**config.mk**
```make
export PLATFORM = sky130hd
export DESIGN_NAME = char_lcd_4bit_command_sequencer_flat
export DESIGN_NICKNAME = d
export VERILOG_FILES = /design/src/hdl/lcd4_pkg.sv /design/src/hdl/lcd4_req_if.sv /design/src/hdl/lcd4_ctrl.sv /design/src/hdl/lcd4_datapath.sv /design/src/hdl/char_lcd_4bit_command_sequencer.sv /design/src/flat_wrapper.sv
export VERILOG_INCLUDE_DIRS = /design/src /design/src/hdl
export SDC_FILE = /design/constraint.sdc
export NUM_CORES = 1
export LEC_CHECK = 0
export ABC_AREA = 1
export ABC_CLOCK_PERIOD_IN_PS = 2650
export BUFFER_PORTS_ARGS = -buffer_cell sky130_fd_sc_hd__buf_2
export CAP_MARGIN = 20
export CELL_PAD_IN_SITES_DETAIL_PLACEMENT = 1
export CELL_PAD_IN_SITES_GLOBAL_PLACEMENT = 1
export CORE_ASPECT_RATIO = 0.5
export CORE_MARGIN = 4
export CORE_UTILIZATION = 41
export CTS_BUF_LIST = sky130_fd_sc_hd__clkbuf_4 sky130_fd_sc_hd__clkbuf_8 sky130_fd_sc_hd__clkbuf_16
export CTS_CLUSTER_SIZE = 14
export DETAILED_ROUTE_END_ITERATION = 16
export GPL_TIMING_DRIVEN = 0
export PLACE_DENSITY = 0.8
export REMOVE_ABC_BUFFERS = 1
export SYNTH_ARGS = -nofsm -noshare
export SYNTH_HDL_FRONTEND = slang
export SYNTH_HIERARCHICAL = 1
export SYNTH_SLANG_ARGS = --single-unit
```
**constraint.sdc**
```tcl
create_clock -name clk -period 2.65 [get_ports clk]
set_input_delay 0.53 -clock clk [delete_from_list [all_inputs] [get_ports clk]]
set_output_delay 0.53 -clock clk [all_outputs]
set_load 0.1 [all_outputs]
```
**src/hdl/char_lcd_4bit_command_sequencer_macros.svh**
```systemverilog
// Assertion helpers; the using scope must provide clk and rst.
`ifndef CHAR_LCD_4BIT_COMMAND_SEQUENCER_MACROS_SVH
`define CHAR_LCD_4BIT_COMMAND_SEQUENCER_MACROS_SVH

// Consequent must hold in the same cycle as the antecedent.
`define LCD4_ASSERT_NOW(label, ante, cons, msg) \
  label: assert property (@(posedge clk) disable iff (rst) (ante) |-> (cons)) \
    else $error(msg);

// Consequent must hold in the cycle after the antecedent.
`define LCD4_ASSERT_NEXT(label, ante, cons, msg) \
  label: assert property (@(posedge clk) disable iff (rst) (ante) |=> (cons)) \
    else $error(msg);

`endif

```
**src/hdl/lcd4_pkg.sv**
```systemverilog
package lcd4_pkg;

  typedef enum logic [2:0] {
    KIND_INIT  = 3'd0,
    KIND_WRITE = 3'd1,
    KIND_POS   = 3'd2,
    KIND_CTRL  = 3'd3,
    KIND_CLEAR = 3'd4
  } kind_t;

  localparam int unsigned INIT_STEPS = 13;
  localparam int unsigned IDX_W      = 4;

  localparam logic [7:0] BYTE_FUNC_SET  = 8'h28;
  localparam logic [7:0] BYTE_DISP_CTRL = 8'h08;
  localparam logic [7:0] BYTE_CLEAR     = 8'h01;
  localparam logic [7:0] BYTE_ENTRY     = 8'h06;
  localparam logic [7:0] BYTE_SET_DDRAM = 8'h80;
  localparam logic [7:0] LINE2_OFFSET   = 8'h40;
  localparam logic [3:0] NIB_RESET      = 4'h3;
  localparam logic [3:0] NIB_4BIT       = 4'h2;

  localparam logic [7:0] WAIT_NONE     = 8'd0;
  localparam logic [7:0] WAIT_SHORT    = 8'd4;
  localparam logic [7:0] WAIT_CLEAR    = 8'd41;
  localparam logic [7:0] WAIT_LONG     = 8'd50;
  localparam logic [7:0] WAIT_POWER_UP = 8'd200;

  typedef struct packed {
    logic [2:0] kind;
    logic [7:0] char_code;
    logic [4:0] column;
    logic [1:0] row;
    logic       display_on;
    logic       cursor_shown;
    logic       cursor_blink;
  } req_t;

  typedef struct packed {
    logic       strobe_res;
    logic       reg_select;
    logic [3:0] nibble;
    logic [7:0] wait_ticks;
    logic       last;
  } step_t;

  // controller -> datapath
  typedef struct packed {
    logic             capture;
    logic             load;
    logic [IDX_W-1:0] idx;
  } cmd_t;

  // datapath -> controller
  typedef struct packed {
    logic kind_ok;
    logic out_free;
    logic step_last;
  } status_t;

  function automatic step_t mk_step(logic strobe, logic [3:0] nib, logic [7:0] wt,
                                    logic lst);
    step_t s;
    s.strobe_res = strobe;
    s.reg_select = 1'b0;
    s.nibble     = nib;
    s.wait_ticks = wt;
    s.last       = lst;
    return s;
  endfunction

  // Power-up sequence, all to the instruction register.
  function automatic step_t init_step(logic [IDX_W-1:0] idx);
    step_t s;
    unique case (idx)
      4'd0:    s = mk_step(1'b0, 4'h0, WAIT_POWER_UP, 1'b0);
      4'd1:    s = mk_step(1'b1, NIB_RESET, WAIT_LONG, 1'b0);
      4'd2:    s = mk_step(1'b1, NIB_RESET, WAIT_LONG, 1'b0);
      4'd3:    s = mk_step(1'b1, NIB_RESET, WAIT_LONG, 1'b0);
      4'd4:    s = mk_step(1'b1, NIB_4BIT, WAIT_SHORT, 1'b0);
      4'd5:    s = mk_step(1'b1, BYTE_FUNC_SET[7:4], WAIT_NONE, 1'b0);
      4'd6:    s = mk_step(1'b1, BYTE_FUNC_SET[3:0], WAIT_SHORT, 1'b0);
      4'd7:    s = mk_step(1'b1, BYTE_DISP_CTRL[7:4], WAIT_NONE, 1'b0);
      4'd8:    s = mk_step(1'b1, BYTE_DISP_CTRL[3:0], WAIT_SHORT, 1'b0);
      4'd9:    s = mk_step(1'b1, BYTE_CLEAR[7:4], WAIT_NONE, 1'b0);
      4'd10:   s = mk_step(1'b1, BYTE_CLEAR[3:0], WAIT_LONG, 1'b0);
      4'd11:   s = mk_step(1'b1, BYTE_ENTRY[7:4], WAIT_NONE, 1'b0);
      4'd12:   s = mk_step(1'b1, BYTE_ENTRY[3:0], WAIT_SHORT, 1'b1);
      default: s = mk_step(1'b0, 4'h0, WAIT_NONE, 1'b1);
    endcase
    return s;
  endfunction

endpackage

```
**src/hdl/lcd4_req_if.sv**
```systemverilog
interface lcd4_req_if;
  logic       valid;
  logic       ready;
  logic [2:0] kind;
  logic [7:0] char_code;
  logic [4:0] column;
  logic [1:0] row;
  logic       display_on;
  logic       cursor_shown;
  logic       cursor_blink;

  modport source (
    output valid, kind, char_code, column, row, display_on, cursor_shown, cursor_blink,
    input  ready
  );
  modport sink (
    input  valid, kind, char_code, column, row, display_on, cursor_shown, cursor_blink,
    output ready
  );
endinterface

interface lcd4_step_if;
  logic       valid;
  logic       ready;
  logic       strobe_res;
  logic       reg_select;
  logic [3:0] nibble;
  logic [7:0] wait_ticks;
  logic       last;

  modport source (
    output valid, strobe_res, reg_select, nibble, wait_ticks, last,
    input  ready
  );
  modport sink (
    input  valid, strobe_res, reg_select, nibble, wait_ticks, last,
    output ready
  );
endinterface

```
**src/hdl/lcd4_ctrl.sv**
```systemverilog
module lcd4_ctrl (
  input  logic              clk,
  input  logic              rst,
  input  logic              req_valid,
  output logic              req_ready,
  input  lcd4_pkg::status_t status,
  output lcd4_pkg::cmd_t    cmd
);
  import lcd4_pkg::*;
  `include "char_lcd_4bit_command_sequencer_macros.svh"

  typedef enum logic {IDLE, RUN} state_t;

  state_t           state;
  logic [IDX_W-1:0] idx;

  assign req_ready   = (state == IDLE);
  assign cmd.capture = req_valid && req_ready;
  assign cmd.load    = (state == RUN) && status.out_free;
  assign cmd.idx     = idx;

  always_ff @(posedge clk) begin
    if (rst) begin
      state <= IDLE;
      idx   <= '0;
    end else begin
      unique case (state)
        IDLE: begin
          // drop unused kinds without emitting anything
          if (cmd.capture && status.kind_ok) begin
            state <= RUN;
            idx   <= '0;
          end
        end
        RUN: begin
          if (cmd.load) begin
            if (status.step_last) begin
              state <= IDLE;
            end else begin
              idx <= idx + 1'b1;
            end
          end
        end
        default: state <= IDLE;
      endcase
    end
  end

  `LCD4_ASSERT_NEXT(a_start, cmd.capture && status.kind_ok, state == RUN && idx == '0,
                    "request did not start at step zero")
  `LCD4_ASSERT_NEXT(a_advance, cmd.load && !status.step_last,
                    state == RUN && idx == $past(idx) + 1'b1, "step index did not advance")
  `LCD4_ASSERT_NOW(a_idx_range, state == RUN, idx < IDX_W'(INIT_STEPS),
                   "step index ran past the longest sequence")

endmodule

```
**src/hdl/lcd4_datapath.sv**
```systemverilog
module lcd4_datapath #(
  parameter int unsigned COLUMNS = 16
) (
  input  logic              clk,
  input  logic              rst,
  input  lcd4_pkg::req_t    req,
  input  lcd4_pkg::cmd_t    cmd,
  output lcd4_pkg::status_t status,
  output lcd4_pkg::step_t   rsp,
  output logic              rsp_valid,
  input  logic              rsp_ready
);
  import lcd4_pkg::*;

  localparam logic [5:0] COL_MAX = 6'(COLUMNS);

  logic [2:0] kind_q;
  logic [7:0] byte_q;
  logic [7:0] byte_next;
  logic [5:0] col_ext;
  logic [5:0] col_sat;
  logic [4:0] col_m1;
  logic       line2;
  step_t      step_cur;

  // saturate position into the visible window
  always_comb begin
    col_ext = {1'b0, req.column};
    if (req.column == 5'd0) begin
      col_sat = 6'd1;
    end else if (col_ext > COL_MAX) begin
      col_sat = COL_MAX;
    end else begin
      col_sat = col_ext;
    end
    col_m1 = col_sat[4:0] - 5'd1;
    line2  = (req.row >= 2'd2);
  end

  always_comb begin
    unique case (req.kind)
      KIND_WRITE: byte_next = req.char_code;
      KIND_POS:   byte_next = BYTE_SET_DDRAM + (line2 ? LINE2_OFFSET : 8'h00)
                              + {3'b000, col_m1};
      KIND_CTRL:  byte_next = BYTE_DISP_CTRL | {5'b00000, req.display_on,
                                                req.cursor_shown, req.cursor_blink};
      KIND_CLEAR: byte_next = BYTE_CLEAR;
      default:    byte_next = 8'h00;
    endcase
  end

  always_comb begin
    if (kind_q == KIND_INIT) begin
      step_cur = init_step(cmd.idx);
    end else begin
      // high nibble first, no wait; low nibble closes the request
      step_cur.strobe_res = 1'b1;
      step_cur.reg_select = (kind_q == KIND_WRITE);
      step_cur.nibble     = cmd.idx[0] ? byte_q[3:0] : byte_q[7:4];
      step_cur.last       = cmd.idx[0];
      if (!cmd.idx[0]) begin
        step_cur.wait_ticks = WAIT_NONE;
      end else if (kind_q == KIND_CLEAR) begin
        step_cur.wait_ticks = WAIT_CLEAR;
      end else begin
        step_cur.wait_ticks = WAIT_SHORT;
      end
    end
  end

  assign status.kind_ok   = (req.kind <= KIND_CLEAR);
  assign status.out_free  = !rsp_valid || rsp_ready;
  assign status.step_last = step_cur.last;

  always_ff @(posedge clk) begin
    if (cmd.capture) begin
      kind_q <= req.kind;
      byte_q <= byte_next;
    end
    if (cmd.load) begin
      rsp <= step_cur;
    end
  end

  always_ff @(posedge clk) begin
    if (rst) begin
      rsp_valid <= 1'b0;
    end else if (cmd.load) begin
      rsp_valid <= 1'b1;
    end else if (rsp_ready) begin
      rsp_valid <= 1'b0;
    end
  end

endmodule

```
**src/hdl/char_lcd_4bit_command_sequencer.sv**
```systemverilog
// Four-bit command sequencer for an HD44780-style character display. Each request
// on req becomes a run of bus steps on rsp, one step per cycle while rsp is ready:
// a step strobes enable with reg_select and a nibble for D7..D4, or only waits,
// and carries the wait in 100 us ticks to hold afterward; last marks the final
// step. A request is taken when req is valid and ready, and its steps are then loaded
// in order from step zero: initialise has 13 steps, while write character, set
// position, display control and clear have two (high nibble, then low); a step
// that rsp holds unaccepted stalls the loading. Kinds 5 to 7 are taken and produce
// nothing. The controller's step counter loads one step per cycle into the output
// register while rsp is free, and req is ready again once the last step of a
// request has been loaded. Set position saturates the column to 1..COLUMNS and the
// row to 1..2.
module char_lcd_4bit_command_sequencer #(
  parameter int unsigned COLUMNS = 16
) (
  input logic         clk,
  input logic         rst,
  lcd4_req_if.sink    req,
  lcd4_step_if.source rsp
);
  import lcd4_pkg::*;

  req_t    req_data;
  step_t   rsp_data;
  cmd_t    cmd;
  status_t status;
  logic    rsp_valid;

  assign req_data.kind         = req.kind;
  assign req_data.char_code    = req.char_code;
  assign req_data.column       = req.column;
  assign req_data.row          = req.row;
  assign req_data.display_on   = req.display_on;
  assign req_data.cursor_shown = req.cursor_shown;
  assign req_data.cursor_blink = req.cursor_blink;

  lcd4_ctrl u_ctrl (
    .clk       (clk),
    .rst       (rst),
    .req_valid (req.valid),
    .req_ready (req.ready),
    .status    (status),
    .cmd       (cmd)
  );

  lcd4_datapath #(
    .COLUMNS (COLUMNS)
  ) u_datapath (
    .clk       (clk),
    .rst       (rst),
    .req       (req_data),
    .cmd       (cmd),
    .status    (status),
    .rsp       (rsp_data),
    .rsp_valid (rsp_valid),
    .rsp_ready (rsp.ready)
  );

  assign rsp.valid      = rsp_valid;
  assign rsp.strobe_res = rsp_data.strobe_res;
  assign rsp.reg_select = rsp_data.reg_select;
  assign rsp.nibble     = rsp_data.nibble;
  assign rsp.wait_ticks = rsp_data.wait_ticks;
  assign rsp.last       = rsp_data.last;

endmodule
```
**src/flat_wrapper.sv**
```systemverilog
// flat-port wrapper written by rule: the top's interface ports become plain ports
module char_lcd_4bit_command_sequencer_flat import lcd4_pkg::*;
#(
  parameter int unsigned COLUMNS = 16
)
  (clk, rst, req_valid, req_kind, req_char_code, req_column, req_row, req_display_on, req_cursor_shown, req_cursor_blink, req_ready, rsp_valid, rsp_strobe_res, rsp_reg_select, rsp_nibble, rsp_wait_ticks, rsp_last, rsp_ready);
  lcd4_req_if req_i ();
  lcd4_step_if rsp_i ();
  input logic clk;
  input logic rst;
  input wire logic [$bits(req_i.valid)-1:0] req_valid;
  input wire logic [$bits(req_i.kind)-1:0] req_kind;
  input wire logic [$bits(req_i.char_code)-1:0] req_char_code;
  input wire logic [$bits(req_i.column)-1:0] req_column;
  input wire logic [$bits(req_i.row)-1:0] req_row;
  input wire logic [$bits(req_i.display_on)-1:0] req_display_on;
  input wire logic [$bits(req_i.cursor_shown)-1:0] req_cursor_shown;
  input wire logic [$bits(req_i.cursor_blink)-1:0] req_cursor_blink;
  output wire logic [$bits(req_i.ready)-1:0] req_ready;
  output wire logic [$bits(rsp_i.valid)-1:0] rsp_valid;
  output wire logic [$bits(rsp_i.strobe_res)-1:0] rsp_strobe_res;
  output wire logic [$bits(rsp_i.reg_select)-1:0] rsp_reg_select;
  output wire logic [$bits(rsp_i.nibble)-1:0] rsp_nibble;
  output wire logic [$bits(rsp_i.wait_ticks)-1:0] rsp_wait_ticks;
  output wire logic [$bits(rsp_i.last)-1:0] rsp_last;
  input wire logic [$bits(rsp_i.ready)-1:0] rsp_ready;
  assign req_i.valid = req_valid;
  assign req_i.kind = req_kind;
  assign req_i.char_code = req_char_code;
  assign req_i.column = req_column;
  assign req_i.row = req_row;
  assign req_i.display_on = req_display_on;
  assign req_i.cursor_shown = req_cursor_shown;
  assign req_i.cursor_blink = req_cursor_blink;
  assign req_ready = req_i.ready;
  assign rsp_valid = rsp_i.valid;
  assign rsp_strobe_res = rsp_i.strobe_res;
  assign rsp_reg_select = rsp_i.reg_select;
  assign rsp_nibble = rsp_i.nibble;
  assign rsp_wait_ticks = rsp_i.wait_ticks;
  assign rsp_last = rsp_i.last;
  assign rsp_i.ready = rsp_ready;
  char_lcd_4bit_command_sequencer #(.COLUMNS(COLUMNS)) u_core (.clk(clk), .rst(rst), .req(req_i), .rsp(rsp_i));
endmodule
```
# Yosys cells after proc, flatten, opt, wreduce, memory -nomap -nowiden
# Memories as Yosys holds them, arrays and structs flattened. A register that Yosys moved wholly into a read port is not among the register bits.
# Cells that the tools add are included.
# word_totals
memories,1
rom_bits,208
wordCells,57
output_inout_bits,17
regBits,32
# mem_list
memory,words,word_bits,rd,rd_clocked_by_memory_dff,write_ports,line,rtl
(name not given),16,13,1,1,0,lcd4_pkg.sv:75,unique case (idx)
# op_classes
muxes,20
bitwise,1
reduce_logical,9
add_sub_neg,4
magnitude_cmp,3
n_eq_ne,9
# ops
operator,n
one-hot mux 8 bit (4 select lines),1
two-way mux 4 bit,6
two-way mux 14 bit,1
two-way mux 6 bit,2
two-way mux 5 bit,2
adder 8 x 5 -> 8 bit,1
adder 8 x 7 -> 8 bit (first input constant),1
one-hot mux 4 bit (2 select lines),1
two-way mux 7 bit,1
== test 3 x 1 -> 1 bit (second input constant),2
== test 3 x 2 -> 1 bit (second input constant),2
== test 3 bit (second input constant),2
> comparator 5 bit (second input constant),1
logical NOT 5 bit,1
two-way mux 1 bit,5
subtractor 5 x 1 -> 5 bit (second input constant),1
adder 4 x 1 -> 4 bit (second input constant),1
!= test 2 x 1 -> 1 bit (second input constant),2
less-or-equal comparator 3 bit (second input constant),1
logical AND 1 bit,3
logical NOT 3 bit,1
AND reduction 3 bit,1
>= comparator 2 bit (second input constant),1
!= test 2 bit (second input constant),1
5 further kinds,5

# Logic depth before layout (Yosys ltp)
# depth
depth_word,9
depth_mapped,12
mapped_depth_nobuf,11

# By module
# The synthesis kept the hierarchy.
# modules_own_cells
module,seq_area_each_um2,cells_per_inst,area_each_um2,instances
lcd4_datapath,740.7,137,1357.6,1
lcd4_ctrl,100.1,38,274.0,1

# Worst setup path before layout
# OpenSTA, ideal clock, no wires.
# synth_path
kind,reg-to-output
start,register u_core/u_datapath/rsp[5] (netlist name)
end,output port rsp_wait_ticks[4]
path_stages_with_launch,2
arrival_ns,1.347
slack_ns,0.773
path_buffers,1
path_cell_list,edfxtp_1 buf_4
# synth_rtl
element,line,rtl
start: declaration,lcd4_datapath.sv:9,"output lcd4_pkg::step_t rsp,"
start signal: assignment,lcd4_datapath.sv:81,rsp <= step_cur;
end: declaration,flat_wrapper.sv:24,output wire logic [$bits(rsp_i.wait_ticks)-1:0] rsp_wait_ticks;
# No word-level cell between the ends.

# Final worst setup path
# layout_path
start,register u_core.u_ctrl.state
end,output port req_ready
# layout_between
elab_chain_len,1
# layout_lines
element,line,rtl
start: declaration,lcd4_ctrl.sv:14,state_t state;
start signal: assignment,lcd4_ctrl.sv:24,state <= IDLE;
start signal: assignment,lcd4_ctrl.sv:31,state <= RUN;
start signal: assignment,lcd4_ctrl.sv:38,state <= IDLE;
inverter 1 bit,-,
end: declaration,flat_wrapper.sv:19,output wire logic [$bits(req_i.ready)-1:0] req_ready;
# Every way passes these cells.

==> flow_metrics.tcl <==
set metrics [dict create \
    vias 1308 \
    diodes 0 \
    port_buffers 40 \
    drtIter0Drc 26 \
    grt_pass1_vias 1327 \
    layout_commonest_cell "nand2_1" \
    drc 0 \
    slew_viol_final 0 \
    wl_per_cell_um 12.8 \
    endpoint_kind "output port" \
    drive_gt1_frac 0.356 \
    start_util 0.450 \
    clk_latency_ns 0.27 \
    wl_um 3460 \
    vias_per_cell 4.84 \
    core_area_sq_mm 0.00362 \
    vdd_ir_drop_max_v 0.000216 \
    htreeDepth 2 \
    cts_tree "yes" \
    crit_type "flip-flop to output port" \
    ant_nets 0 \
    gp_congestion 0.781 \
    pre_cts_slack_ns 0.808 \
    grt_pass1_wl_um 5930 \
    hp-start "rst" \
    period_share 0.647 \
    rrSetupSlack_ns 0.97 \
    yosysUniqueCellTypes 33 \
    root_buffer "clkbuf_8" \
    synth_top_area_frac 0.442 \
    grt_usage 0.150 \
    clockBufferDepth 2 \
    hold_class "primary input to flip-flop" \
    synth_seq_cells 30 \
    worstMarginPinSlew_ns 0.850 \
    leakage_nw 0.866 \
    ctsResizeCount 0 \
    yosysSeqAreaShare 0.515 \
    r2r-end "u_core/u_ctrl/idx[3]" \
    max_stage_delay_ns 0.43 \
    cap_violations 0 \
    setup_viol 0 \
    worstPathArrival_ns 1.18 \
    die_width_um 97.2 \
    finalClockSkew_ns 0.00442 \
    io_pins 42 \
    fin_crit_ns 1.71 \
    grt_max_degree 15 \
    path_cells "inv_2 -> buf_2" \
    syn_to_final_growth_pct 19.9 \
    die_h_um 52.6 \
    hold_viol_final 0 \
    max_slew_margin 0.431 \
    yosys.area.top_type "edfxtp_1" \
    post-cts-setup-buffers 0 \
    first_pass_iters 4 \
    fmax_mhz 583 \
    final_cell_mix "nand2_1, buf_2, edfxtp_1, inv_1, nor2_1" \
    ys_top_cells_by_area "edfxtp_1, nand2_1, dfxtp_1" \
    totalNegativeSetupSlack_ns 0 \
    grt_overflow_total 0 \
    numCtsBuffers 5 \
    antenna_found_initial 0 \
    crit_fanout 7 \
    power_density_mw_per_mm2 628 \
    reg2reg_depth 10 \
    cts-hold-fix-buffers 0 \
    dieArea_sq_mm 0.00511 \
    syn_inst 175 \
    final_nets 245 \
    status "complete, no violations" \
    worst_slack_ns 0.936 \
    yosys_warnings 6 \
    final_cell_count_no_fill 270 \
    rsz0062_at_grt "false" \
    path_clk_slew_ns 0.06 \
    cts_num_sinks 30 \
    nFillCells 448 \
    required_ns 2.12 \
    dpl.hpwl_um 2770 \
    whs_endpoint "u_core/u_ctrl/state" \
    dp.cells 262 \
    r2r-start "u_core/u_datapath/kind_q[1]" \
    cp-start-kind "flip-flop" \
    holdPathStages 2 \
    cp_slowest_cell "buf_2" \
    rows 15 \
    postSynthAreaPerCell_sq_um 9.32 \
    syn-cell-area_sq_mm 0.00163 \
]
-- registers in the layout, summed over array words and instances, names as in the netlist --
| register | flops |
|---|---|
| u_core/u_ctrl/state | 1 |
| u_core/u_datapath/rsp_valid | 1 |
| u_core/u_datapath/byte_q | 8 |
| u_core/u_datapath/rsp | 13 |
| u_core/u_ctrl/idx | 4 |
| u_core/u_datapath/kind_q | 3 |
-- power breakdown --
group	internal [mW]	switching (mW)	leakage, nW
combinational	0.0655	0.219	0.534
sequential	0.547	0.0187	0.281
clock	0.219	0.160	0.0517
total	0.832	0.398	0.866
-- logic make-up (layout without fill, tap and decap cells) --
group	count (synthesis)	after routing	synth area share
simple gates	78	78	0.252
fa+ha+maj	2	2	0.0153
mux	1	1	0.00614
flops	30	30	0.515
buf+inv	32	76	0.0897
compound gates	32	32	0.122
-- how the worst max path moves through the flow --
stage,endpoint,from,depth (start not counted)
after floorplan,rsp_wait_ticks[1],u_core/u_datapath/rsp[5],0
after global placement,u_core/u_datapath/byte_q[2],req_column[2],7
after detailed placement,u_core/u_datapath/byte_q[2],req_column[2],7
after CTS,req_ready,u_core/u_ctrl/state,2
after global routing,u_core/u_ctrl/idx[2],u_core/u_datapath/kind_q[1],10
final,req_ready,u_core/u_ctrl/state,2
-- area by class of cell --
type	count	area, sq um	area share
tap	51	63.8	0.0326
clock inverter	1	5.00	0.00256
multi-input combinational	113	644	0.329
clock buffer	7	90.1	0.0460
sequential	30	841	0.430
timing repair buffer	40	200	0.102
inverter	28	113	0.0575
-- per-layer routing --
metal / part of all wire / vias up / global-route usage
li1: - / 670 / -
met1: 0.45 / 589 / 0.171
met2: 0.46 / 43 / 0.257
met3: 0.071 / 6 / 0.0558
met4: 0.014 / 0 / 0.0690
met5: 0 / - / 0
-- critical path: cells and delay by family (launching register included) --
family | cells | cell delay (ns)
DFF | 1 | 0.38
buffers and inverters | 2 | 0.53
-- synth_stat cells (all sizes together) --
cell type and number:
nand3 10, edfxtp 24, nor3 2, a22oi 1, o211ai 4, dfxtp 6, nor2 19, a22o 1
nand2 43, nand4 2, ha 2, nor3b 1, o21ai 17, and2 1, o22ai 1, inv 28
mux2i 1, buf 4, a21oi 8
-- through the flow --
stage | hold slack [ns] | util | total power, mW | area, sq um
final | 0.437 | 0.540 | 1.23 | 1960
after global routing | 0.427 | 0.540 | 1.29 | 1960
after CTS | 0.428 | 0.540 | 1.25 | 1960
after detailed placement | 0.531 | 0.514 | 0.862 | 1860
after global placement | 0.524 | 0.514 | 0.852 | 1860
after floorplan | 0.523 | - | 0.795 | 1600
(Power assumes the default switching activity.)
